### config.mk
export PLATFORM = sky130hd
export DESIGN_NAME = console_byte_and_decimal_formatter
export DESIGN_NICKNAME = d
export VERILOG_FILES = /design/src/design/cbdf_pkg.sv /design/src/design/cbdf_front.sv /design/src/design/cbdf_queue.sv /design/src/design/cbdf_back.sv /design/src/design/console_byte_and_decimal_formatter.sv
export SDC_FILE = /design/constraint.sdc
export NUM_CORES = 1
export LEC_CHECK = 0
export BUFFER_PORTS_ARGS = -buffer_cell sky130_fd_sc_hd__buf_2
export CAP_MARGIN = 10
export CORE_MARGIN = 5
export CORE_UTILIZATION = 45
export CTS_CLUSTER_SIZE = 28
export DETAILED_ROUTE_END_ITERATION = 6
export PLACE_DENSITY_LB_ADDON = 0.25
export RECOVER_POWER = 50
export SLEW_MARGIN = 20
export SYNTH_ARGS = -nofsm -noshare
export SYNTH_HDL_FRONTEND = slang
export SYNTH_SLANG_ARGS = --single-unit
### constraint.sdc
create_clock -name clk -period 6 [get_ports clk]
set_clock_uncertainty 0.15 [all_clocks]
set_input_delay 0.9 -clock clk [delete_from_list [all_inputs] [get_ports clk]]
set_output_delay 0.9 -clock clk [all_outputs]
set_load 0.01 [all_outputs]
### src/design/cbdf_pkg.sv
// Package for the console byte and decimal formatter.
// Holds widths, byte codes, item and job structs and state types.
// Depends on nothing; every other file of the block imports it.
package cbdf_pkg;

  localparam int NUMBER_WIDTH  = 32;
  localparam int NUM_DIGITS    = (NUMBER_WIDTH * 301) / 1000 + 1;
  localparam int DIGIT_IDX_W   = $clog2(NUM_DIGITS);
  localparam int BITS_PER_STEP = 4;
  localparam int CONV_STEPS    = (NUMBER_WIDTH + BITS_PER_STEP - 1) / BITS_PER_STEP;
  localparam int CONV_W        = CONV_STEPS * BITS_PER_STEP;
  localparam int STEP_W        = $clog2(CONV_STEPS);
  localparam int QUEUE_DEPTH   = 2;
  localparam int QUEUE_PTR_W   = $clog2(QUEUE_DEPTH);
  localparam int QUEUE_CNT_W   = $clog2(QUEUE_DEPTH + 1);

  localparam logic [7:0] BYTE_BS    = 8'h08;
  localparam logic [7:0] BYTE_DEL   = 8'h7F;
  localparam logic [7:0] BYTE_SPACE = 8'h20;
  localparam logic [7:0] BYTE_ZERO  = 8'h30;
  localparam logic [7:0] BYTE_MINUS = 8'h2D;

  localparam logic CMD_CHAR   = 1'b0;
  localparam logic CMD_NUMBER = 1'b1;

  localparam logic [1:0] ERASE_FIRST = 2'd0;
  localparam logic [1:0] ERASE_MID   = 2'd1;
  localparam logic [1:0] ERASE_LAST  = 2'd2;

  typedef enum logic [1:0] {
    KIND_CHAR,
    KIND_ERASE,
    KIND_NUMBER
  } kind_t;

  typedef enum logic [1:0] {
    B_IDLE,
    B_CONV,
    B_FIND,
    B_EMIT
  } back_state_t;

  typedef struct packed {
    logic                           command;
    logic [7:0]                     char_code;
    logic signed [NUMBER_WIDTH-1:0] number;
  } in_item_t;

  typedef struct packed {
    logic [7:0] out_byte;
    logic       last;
  } out_item_t;

  typedef struct packed {
    kind_t                   kind;
    logic [7:0]              char_code;
    logic                    negative;
    logic [NUMBER_WIDTH-1:0] magnitude;
  } job_t;

endpackage

### src/design/cbdf_front.sv
// Front end: classifies each accepted item into a job for the back end.
// Takes sign and magnitude of integers. Depends on cbdf_pkg.
module cbdf_front (
  input  cbdf_pkg::in_item_t item,
  input  logic               push,
  input  logic               q_full,
  output logic               q_write,
  output cbdf_pkg::job_t     q_job
);
  import cbdf_pkg::*;

  logic negative;

  assign negative = item.number[NUMBER_WIDTH-1];
  assign q_write  = push && !q_full;

  always_comb begin
    q_job.char_code = item.char_code;
    q_job.negative  = negative;
    q_job.magnitude = negative ? (~item.number + 1'b1) : item.number;
    if (item.command == CMD_NUMBER) begin
      q_job.kind = KIND_NUMBER;
    end else if (item.char_code == BYTE_BS || item.char_code == BYTE_DEL) begin
      q_job.kind = KIND_ERASE;
    end else begin
      q_job.kind = KIND_CHAR;
    end
  end

endmodule

### src/design/cbdf_queue.sv
// Short job queue between front and back end.
// Register array with read and write pointers. Depends on cbdf_pkg.
module cbdf_queue (
  input  logic           clk,
  input  logic           rst,
  input  logic           write,
  input  cbdf_pkg::job_t wdata,
  input  logic           read,
  output logic           full,
  output logic           empty,
  output cbdf_pkg::job_t head
);
  import cbdf_pkg::*;

  job_t                   slots [QUEUE_DEPTH];
  logic [QUEUE_PTR_W-1:0] wr_ptr;
  logic [QUEUE_PTR_W-1:0] rd_ptr;
  logic [QUEUE_CNT_W-1:0] count;
  logic                   do_write;
  logic                   do_read;

  localparam logic [QUEUE_PTR_W-1:0] PTR_LAST = QUEUE_PTR_W'(QUEUE_DEPTH - 1);
  localparam logic [QUEUE_CNT_W-1:0] CNT_FULL = QUEUE_CNT_W'(QUEUE_DEPTH);

  assign full     = (count == CNT_FULL);
  assign empty    = (count == '0);
  assign head     = slots[rd_ptr];
  assign do_write = write && !full;
  assign do_read  = read && !empty;

  always_ff @(posedge clk) begin
    if (rst) begin
      wr_ptr <= '0;
      rd_ptr <= '0;
      count  <= '0;
    end else begin
      if (do_write) begin
        wr_ptr <= (wr_ptr == PTR_LAST) ? '0 : wr_ptr + 1'b1;
      end
      if (do_read) begin
        rd_ptr <= (rd_ptr == PTR_LAST) ? '0 : rd_ptr + 1'b1;
      end
      if (do_write && !do_read) begin
        count <= count + 1'b1;
      end else if (do_read && !do_write) begin
        count <= count - 1'b1;
      end
    end
  end

  always_ff @(posedge clk) begin
    if (do_write) begin
      slots[wr_ptr] <= wdata;
    end
  end

endmodule

### src/design/cbdf_back.sv
// Back end: runs each job, converts magnitudes to BCD four bits a cycle
// and emits bytes into the result register. Depends on cbdf_pkg.
module cbdf_back (
  input  logic                clk,
  input  logic                rst,
  input  logic                q_empty,
  input  cbdf_pkg::job_t      q_head,
  output logic                q_pop,
  input  logic                pop,
  output logic                empty,
  output cbdf_pkg::out_item_t result
);
  import cbdf_pkg::*;

  localparam int ACC_W = NUM_DIGITS * 4 + CONV_W;
  localparam logic [STEP_W-1:0] STEP_LAST = STEP_W'(CONV_STEPS - 1);

  back_state_t                  state;
  back_state_t                  state_next;
  job_t                         job;
  logic [CONV_W-1:0]            shreg;
  logic [NUM_DIGITS-1:0][3:0]   bcd;
  logic [STEP_W-1:0]            step;
  logic [DIGIT_IDX_W-1:0]       idx;
  logic [1:0]                   pos;
  logic                         minus_done;
  logic                         out_valid;
  out_item_t                    out_item;
  out_item_t                    emit;
  logic                         emit_fire;
  logic [ACC_W-1:0]             dabble_out;

  function automatic logic [ACC_W-1:0] dabble(input logic [ACC_W-1:0] acc_in);
    logic [ACC_W-1:0] acc;
    acc = acc_in;
    for (int b = 0; b < BITS_PER_STEP; b++) begin
      for (int d = 0; d < NUM_DIGITS; d++) begin
        if (acc[CONV_W + 4*d +: 4] >= 4'd5) begin
          acc[CONV_W + 4*d +: 4] = acc[CONV_W + 4*d +: 4] + 4'd3;
        end
      end
      acc = acc << 1;
    end
    return acc;
  endfunction

  function automatic logic [DIGIT_IDX_W-1:0] top_digit(
    input logic [NUM_DIGITS-1:0][3:0] v
  );
    logic [DIGIT_IDX_W-1:0] r;
    r = '0;
    for (int i = 0; i < NUM_DIGITS; i++) begin
      if (v[i] != 4'd0) begin
        r = DIGIT_IDX_W'(i);
      end
    end
    return r;
  endfunction

  function automatic logic digits_valid(input logic [NUM_DIGITS-1:0][3:0] v);
    logic ok;
    ok = 1'b1;
    for (int i = 0; i < NUM_DIGITS; i++) begin
      if (v[i] > 4'd9) begin
        ok = 1'b0;
      end
    end
    return ok;
  endfunction

  assign dabble_out = dabble({bcd, shreg});
  assign emit_fire  = (state == B_EMIT) && (!out_valid || pop);
  assign empty      = !out_valid;
  assign result     = out_item;

  always_comb begin
    state_next = state;
    unique case (state)
      B_IDLE: begin
        if (!q_empty) begin
          state_next = (q_head.kind == KIND_NUMBER) ? B_CONV : B_EMIT;
        end
      end
      B_CONV: begin
        if (step == STEP_LAST) begin
          state_next = B_FIND;
        end
      end
      B_FIND: begin
        state_next = B_EMIT;
      end
      B_EMIT: begin
        if (emit_fire && emit.last) begin
          state_next = B_IDLE;
        end
      end
      default: begin
        state_next = B_IDLE;
      end
    endcase
  end

  always_comb begin
    q_pop         = (state == B_IDLE) && !q_empty;
    emit.out_byte = job.char_code;
    emit.last     = 1'b1;
    unique case (job.kind)
      KIND_CHAR: begin
        emit.out_byte = job.char_code;
        emit.last     = 1'b1;
      end
      KIND_ERASE: begin
        emit.out_byte = (pos == ERASE_MID) ? BYTE_SPACE : BYTE_BS;
        emit.last     = (pos == ERASE_LAST);
      end
      KIND_NUMBER: begin
        if (job.negative && !minus_done) begin
          emit.out_byte = BYTE_MINUS;
          emit.last     = 1'b0;
        end else begin
          emit.out_byte = BYTE_ZERO | {4'b0000, bcd[idx]};
          emit.last     = (idx == '0);
        end
      end
      default: begin
        emit.out_byte = job.char_code;
        emit.last     = 1'b1;
      end
    endcase
  end

  always_ff @(posedge clk) begin
    if (rst) begin
      state     <= B_IDLE;
      out_valid <= 1'b0;
    end else begin
      state <= state_next;
      if (emit_fire) begin
        out_valid <= 1'b1;
      end else if (pop) begin
        out_valid <= 1'b0;
      end
    end
  end

  always_ff @(posedge clk) begin
    if (q_pop) begin
      job        <= q_head;
      shreg      <= CONV_W'(q_head.magnitude);
      bcd        <= '0;
      step       <= '0;
      pos        <= ERASE_FIRST;
      minus_done <= 1'b0;
    end
    if (state == B_CONV) begin
      {bcd, shreg} <= dabble_out;
      step         <= step + 1'b1;
    end
    if (state == B_FIND) begin
      idx <= top_digit(bcd);
    end
    if (emit_fire) begin
      out_item <= emit;
      pos      <= pos + 1'b1;
      if (job.kind == KIND_NUMBER) begin
        if (job.negative && !minus_done) begin
          minus_done <= 1'b1;
        end else begin
          idx <= idx - 1'b1;
        end
      end
    end
  end

  a_conv_done: assert property (@(posedge clk) disable iff (rst)
    (state == B_CONV && step == STEP_LAST) |=> (state == B_FIND))
    else $error("conversion did not finish after its last step");

  a_bcd_digits: assert property (@(posedge clk) disable iff (rst)
    (state == B_FIND) |-> digits_valid(bcd))
    else $error("BCD digit out of range after conversion");

  a_pop_starts: assert property (@(posedge clk) disable iff (rst)
    q_pop |=> (state != B_IDLE))
    else $error("job taken from queue but back end stayed idle");

  a_last_ends: assert property (@(posedge clk) disable iff (rst)
    (emit_fire && emit.last) |=> (state == B_IDLE && out_valid && out_item.last))
    else $error("final byte did not end the job");

endmodule

### src/design/console_byte_and_decimal_formatter.sv
// Top level of the console byte and decimal formatter.
// Joins cbdf_front, cbdf_queue and cbdf_back. Depends on cbdf_pkg.
//
//   channel   handshake       payload
//   input     push / full     item   (command, char_code, number)
//   result    pop / empty     result (out_byte, last)
//
// A character job emits one byte and an erase run emits three.
// An integer job converts its magnitude to BCD in CONV_STEPS steps of 4 bits
// each for 32 bits, then emits up to 11 bytes.
// Bytes leave through the one-byte result register.
// A two-job queue keeps input taking items while results stall.
// Reset (rst, synchronous) empties queue and result register.
module console_byte_and_decimal_formatter (
  input  logic                clk,
  input  logic                rst,
  input  logic                push,
  output logic                full,
  input  cbdf_pkg::in_item_t  item,
  output logic                empty,
  input  logic                pop,
  output cbdf_pkg::out_item_t result
);
  import cbdf_pkg::*;

  logic q_write;
  logic q_full;
  logic q_empty;
  logic q_pop;
  job_t q_job;
  job_t q_head;

  assign full = q_full;

  cbdf_front u_front (
    .item    (item),
    .push    (push),
    .q_full  (q_full),
    .q_write (q_write),
    .q_job   (q_job)
  );

  cbdf_queue u_queue (
    .clk   (clk),
    .rst   (rst),
    .write (q_write),
    .wdata (q_job),
    .read  (q_pop),
    .full  (q_full),
    .empty (q_empty),
    .head  (q_head)
  );

  cbdf_back u_back (
    .clk     (clk),
    .rst     (rst),
    .q_empty (q_empty),
    .q_head  (q_head),
    .q_pop   (q_pop),
    .pop     (pop),
    .empty   (empty),
    .result  (result)
  );

endmodule

Word-level counts from Yosys, hierarchy flattened --
Memories as Yosys holds them, arrays and structs flattened. A register that Yosys moved wholly into a read port is not among the register bits. Cells that the tools add are included.
Storage, ports and cells: bits in registers 109, RAM bits 86, input port bits 45, output and inout bits 11, logic and storage cells 254, memories kept 1
Operators by class: $add $sub $neg 48, order comparisons 41, equal/unequal tests 15, mux-type cells 88, bitwise gates (word level) 1, reduce and logical (&&, ||, !) cells 34
Memory list:
- u_queue.slots | words 2, bits a word 43, read ports 1, clocked after memory_dff 1, write ports 1, line cbdf_queue.sv:15 | job_t slots [QUEUE_DEPTH];
Operators with widths (number):
- $mux W4 | 43
- $ge A4 B3 Y1 const B | 40
- $add A4 B2 Y4 const B | 36
- $mux W32 | 3
- $mux W40 | 2
- $reduce_bool A4 Y1 | 9
- $add A32 B1 Y32 const B | 1
- $not A32 Y32 | 1
- $mux W3 | 10
- $mux W2 | 11
- $pmux W9 S2 | 1
- $bmux W4 S4 | 1
- $mux W1 | 14
- $add A3 B2 Y3 const B | 4
- $eq A2 B2 Y1 const B | 6
- $mux W6 | 2
- $logic_and A1 B1 Y1 | 9
- $eq A8 B4 Y1 const B | 1
- $eq A8 B7 Y1 const B | 1
- $pmux W2 S4 | 1
- $reduce_bool A2 Y1 | 4
- $eq A2 B1 Y1 const B | 3
- $logic_not A1 Y1 | 6
- $lt A4 B5 Y1 const B | 1
- other kinds (12) | 17

Longest topological paths before layout --
depth after elaboration 14, gate-level depth with buffers 21, depth with buffers taken out 21

Cells and area by module --
A second synthesis with hierarchy kept.
Second synthesis, totals: cells, all modules 1342, area, all modules 13282.7 um^2
Modules (own cells, without submodules):
- cbdf_back | instances 1, cells an instance 1076, area each 9148.8 um^2, seq. area each 3032.9 um^2
- cbdf_queue | instances 1, cells an instance 159, area each 3316.9 um^2, seq. area each 2682.6 um^2
- cbdf_front | instances 1, cells an instance 107, area each 817.0 um^2, seq. area each 0.0 um^2

Worst setup path after synthesis --
OpenSTA, ideal clock, no wires.
path type reg2reg, start reg u_back.bcd[36] (netlist bit), end reg u_back.bcd[37] (netlist bit) (data pin), library setup time 266 ps, arrival 3190 ps, required time 5584 ps, setup slack 2394 ps, cell stages (with the launch flop) 18, path buffers 0, period minus slack after synthesis 3606 ps, cells stage by stage edfxtp_1 ha_1 nand2b_1 a21oi_1 xnor2_1 inv_1 ha_1 a211oi_1 o211ai_1 a211oi_1 nand2_1 o21a_1 ha_1 inv_1 o22ai_1 o211ai_1 xor2_1 nor2_1
On the way: word-level cells in the longest chain between the ends 9, elaborated cells between the ends (all ways) 12, classes of those cells add/sub (3); order compare (4); mux (5)
RTL lines:
- start, declared | line cbdf_back.sv:22 | logic [NUM_DIGITS-1:0][3:0] bcd;
- start signal, assigned | line cbdf_back.sv:156 | {bcd, shreg} <= dabble_out;
- $ge A4 B3 Y1 / $add A3 B2 Y3 (equally long branches) | line cbdf_back.sv:38, cbdf_back.sv:39
- $mux W3 * | line cbdf_back.sv:38 | if (acc[CONV_W + 4*d +: 4] >= 4'd5) begin
- $ge A4 B3 Y1 / $add A3 B2 Y3 (equally long branches) | line cbdf_back.sv:38, cbdf_back.sv:39
- $mux W3 * | line cbdf_back.sv:38
- $ge A4 B3 Y1 / $add A3 B2 Y3 (equally long branches) | line cbdf_back.sv:38, cbdf_back.sv:39
- $mux W3 * | line cbdf_back.sv:38
- $ge A4 B3 Y1 * | line cbdf_back.sv:38
- $mux W3 * | line cbdf_back.sv:38
- $mux W40 * | line cbdf_back.sv:155 | if (state == B_CONV) begin
Mark *: on every way between the ends. The rest lies on a longest branch, timed or not. A chain may end at the register's enable or synchronous reset.

Worst setup path in the final report --
start reg u_back.bcd[24] (netlist bit), end reg u_back.bcd[25] (netlist bit) (data pin)
On the way: word-level cells in the longest chain between the ends 9, elaborated cells between the ends (all ways) 12, classes of those cells add/sub (3); order compare (4); mux (5)
RTL lines (line):
- $add A4 B2 Y4 / $ge A4 B3 Y1 (equally long branches) | cbdf_back.sv:39, cbdf_back.sv:38
- $mux W4 * | cbdf_back.sv:38
- $add A4 B2 Y4 / $ge A4 B3 Y1 (equally long branches) | cbdf_back.sv:39, cbdf_back.sv:38
- $mux W4 * | cbdf_back.sv:38
- $add A4 B2 Y4 / $ge A4 B3 Y1 (equally long branches) | cbdf_back.sv:39, cbdf_back.sv:38
- $mux W4 * | cbdf_back.sv:38
- $ge A4 B3 Y1 * | cbdf_back.sv:38
- $mux W4 * | cbdf_back.sv:38
- $mux W40 * | cbdf_back.sv:155
Marked as above.

==> results summary <==
The worst setup path is of the reg -> reg kind. Setup total negative slack on the finished layout was measured at 0 ns. The remaining global-route overflow is 0. The cts-stage hold buffer count came out at 0. The flow ran to the end, but the final reports show violations. Tracing the worst setup path back leads to its startpoint at u_back.bcd[24]. The signal on the critical path passes through inv_1, ha_1, nand2b_1, a21oi_2, xnor2_1, ha_1, inv_1, a21o_1, a31oi_1, inv_1, ha_1, nor4_1, a211o_1, nor2_1, o311a_1. The max-capacitance violation count is 4.

The largest incremental delay on the critical path is 0.50 ns. The ratio of cells with drive above 1 in the final layout came out at 11.30%. The final reports fail on max-capacitance violations, max-slew violations.

In this run the critical register-to-register path is launched from u_back.bcd[24]. After the first detailed-routing iteration, the DRC count stood at 757. The wire length of the first global-routing pass came out at 43.86 mm.

The number of levels the H-tree was split into came out at 4. The count of distinct cell types in the synthesized netlist came out at 83. In this run the count of I/O pins placed on the die edge is 56. Using the TritonRoute via totals, the vias-per-cell ratio works out to 5.676. The number of global-route vias before repair is 8944.

The maximum number of pins on one net before global-route repair came out at 87. The first-pass iteration count of the detailed router came out at 5. The clock passes through at most 2 buffers. The final wirelength came out at 26.59 mm. The total routing resource utilization after global routing came out at 16.89%.

Synthesis handed over a netlist of 1228 instances. For this run, design rule violations remaining after detail routing come to 0. The core area came out at 27860 um^2. Ranked by total cell area, the synthesized netlist is headed by sky130_fd_sc_hd__edfxtp_1 (42%), sky130_fd_sc_hd__ha_1 (5.3%), sky130_fd_sc_hd__mux2i_1 (5.2%), sky130_fd_sc_hd__a21oi_1 (3.5%), sky130_fd_sc_hd__nand2_1 (3.1%). Counting buffers and inverters, the worst setup path is 15 cells deep. On the critical path the largest part of the delay comes from compound AO/OA/AOI/OAI gates.

The slack of the worst reg-to-reg path is 1.93 ns. The net count after synthesis came out at 1327. The post-synthesis instance area came out at 12760 um^2. The data required time of the worst path came out at 6.03 ns. Setup repair after global routing left no endpoint under its margin.

The data arrival time at the worst-slack endpoint is 4.10 ns. The achievable clock frequency is 0.2455 GHz. Setup violations remaining at the end of the flow were counted as 0. In this run, post-CTS repair resized a total of 0 instances. In this run the core area contains 61 standard-cell rows. The critical path ends at u_back.bcd[25]. The share of the clock period used by the worst path is 67.88%. The category of the worst setup path capture point is a register.

Sequential cells were found to cover 44.79% of the synthesized design area. The number of nets at the end of the flow is 1360. The biggest fanout along the worst timing path is 7. Among all stages on the critical path, the largest delay is contributed by sky130_fd_sc_hd__xnor2_1. For the worst-skew pair, the clock arrives at the later sink with an insertion delay of 0.44 ns. The critical path buffer and inverter count came out at 3. For this run, the leading register cell type out of synthesis is sky130_fd_sc_hd__edfxtp_1.

The routed layout has 9377 vias. The top-area cell type share of the netlist area came out at 42.13%. After detailed routing, the average wire length per cell comes to 16.10 um. The clock period minus worst slack came out at 4.073 ns. The number of stages on the worst hold path is 2. The die span in x is 178.4 um. The initial cell density of the core came out at 45.80%. Of all cell types, the one taking the most synthesized area is sky130_fd_sc_hd__edfxtp_1.

The end of the worst register-to-register path is u_back.bcd[25]. The detailed-placement wirelength estimate came out at 18.48 mm. The chip height is 178.4 um. The area overhead of the layout relative to synthesis is 9.433%. The total clock buffers created by CTS came out at 17. The transition at the pin with the smallest max-transition slack came out at 2.038 ns. The worst-case headroom to the max-slew limit is -35.84%. The antenna diode count is 0. In this run the remaining antenna-violating nets after routing total 0. The initial antenna violation count is 0. The post-CTS setup buffer count is 0. The cell depth of the worst flop-to-flop path came out at 15.

The mean cell area of the mapped netlist is 10.39 um^2. The number of synthesized flops with an enable pin is 179. The number of slew-limit violations in the final report came out at 133.

The number of warnings issued by yosys is 0. The post-synthesis register bit count came out at 196. The die covers 31820 um^2. The worst hold-check path type is reg -> reg. Among all cell types in the netlist, the one instantiated most often is sky130_fd_sc_hd__edfxtp_1. The fill cell instance count of the final layout is 2552. The quantity of I/O buffers inserted on ports came out at 55. The count of final hold-check violations came out at 0. The final estimated routing congestion in global placement came out at 0.8045. In this run the clock root is driven by a sky130_fd_sc_hd__clkbuf_16.

TritonCTS built the clock tree. In the synthesized netlist the async set-or-reset flop fraction comes to 0%. After clock tree synthesis, the clock-pin slew on the worst setup and hold paths is 0.08 ns. Ranked by instance count, the synthesized netlist is headed by sky130_fd_sc_hd__edfxtp_1 (179), sky130_fd_sc_hd__nand2_1 (107), sky130_fd_sc_hd__a21oi_1 (89), sky130_fd_sc_hd__inv_1 (73). The clock sink total is 196. The nature of the critical path startpoint is a register.
[area by class of cell]
cell class | count | area, um^2 | area share [%]
timing repair buffer | 60 | 274.0 | 1.962
multi-input combinational | 910 | 6579 | 47.11
clock inverter | 14 | 197.7 | 1.416
tap | 378 | 473.0 | 3.387
inverter | 76 | 285.3 | 2.043
sequential | 196 | 5715 | 40.93
clock buffer | 18 | 439.2 | 3.145
[worst register-to-register path, cell delays in order (launching register included)]
cell	delay (ns)
sky130_fd_sc_hd__edfxtp_1	0.41
sky130_fd_sc_hd__inv_1	0.09
sky130_fd_sc_hd__ha_1	0.24
sky130_fd_sc_hd__nand2b_1	0.13
sky130_fd_sc_hd__a21oi_2	0.10
sky130_fd_sc_hd__xnor2_1	0.50
sky130_fd_sc_hd__ha_1	0.26
sky130_fd_sc_hd__inv_1	0.04
sky130_fd_sc_hd__a21o_1	0.15
sky130_fd_sc_hd__a31oi_1	0.46
sky130_fd_sc_hd__inv_1	0.11
sky130_fd_sc_hd__ha_1	0.24
sky130_fd_sc_hd__nor4_1	0.40
sky130_fd_sc_hd__a211o_1	0.21
sky130_fd_sc_hd__nor2_1	0.06
sky130_fd_sc_hd__o311a_1	0.28
[cell families after synthesis]
| family | share of synthesized area [%] |
|---|---|
| buffers and inverters | 3.707 |
| DFF | 44.79 |
| adders and majority gates | 5.295 |
| AOI/OAI and AO/OA | 19.59 |
| xor gates and xnor gates | 5.070 |
| muxes | 9.188 |
| and+or+nand+nor | 12.36 |
[how the worst min path moves through the flow]
| stage | start | end | slack (ns) |
|---|---|---|---|
| final | u_back.minus_done | u_back.minus_done | 0.33 |
| after global routing | u_back.minus_done | u_back.minus_done | 0.37 |
| after CTS | u_back.minus_done | u_back.minus_done | 0.33 |
| after detailed placement | u_back.minus_done | u_back.minus_done | 0.29 |
| after global placement | u_back.minus_done | u_back.minus_done | 0.28 |
| after floorplan | u_back.minus_done | u_back.minus_done | 0.27 |
[layer usage]
layer  wire, um  GRT usage, %  vias up
li1           -             -     4716
met1      12790         23.16     4468
met2      12560         28.30      171
met3        934         2.331       22
met4        311         4.413        0
met5          0             0        -
[cell usage in the layout (no fill, tap or decap), types with 23 or more instances in the layout]
cell type and instances:
sky130_fd_sc_hd__edfxtp_1 179, sky130_fd_sc_hd__nand2_1 106, sky130_fd_sc_hd__a21oi_1 89, sky130_fd_sc_hd__inv_1 73
sky130_fd_sc_hd__nor2_1 66, sky130_fd_sc_hd__mux2i_1 66, sky130_fd_sc_hd__o21ai_0 64, sky130_fd_sc_hd__ha_1 54
sky130_fd_sc_hd__xnor2_1 45, sky130_fd_sc_hd__o31ai_1 38, sky130_fd_sc_hd__buf_2 33, sky130_fd_sc_hd__clkbuf_1 25
sky130_fd_sc_hd__mux2_2 24, sky130_fd_sc_hd__nand2b_1 23
[registers in the layout, indices dropped and copies added (netlist names), 2 cells and up, named ones only]
| signal | cells |
|---|---|
| u_back.job | 11 |
| u_back.shreg | 32 |
| u_queue.slots | 86 |
| u_back.result | 9 |
| u_back.step | 3 |
| u_back.pos | 2 |
| u_back.state | 2 |
| u_back.idx | 4 |
| u_back.bcd | 40 |
| u_queue.count | 2 |
[per-stage QoR]
stage	std cells	util [%]	hold slack (ns)	cell area [um^2]	worst slack (ns)
3_3_place_gp	1620	48.04	0.2818	13380	2.142
4_1_cts	1652	50.32	0.3343	14020	1.957
5_1_grt	1652	50.12	0.3668	13960	1.461
6_report	1652	50.12	0.3286	13960	1.927
2_1_floorplan	1228	-	0.2661	12760	2.394
3_5_place_dp	1620	48.04	0.2900	13380	1.989
Power is left out: the tool's default activity adds up to more than one toggle a clock period on the data nets, which glitch-free logic cannot reach.
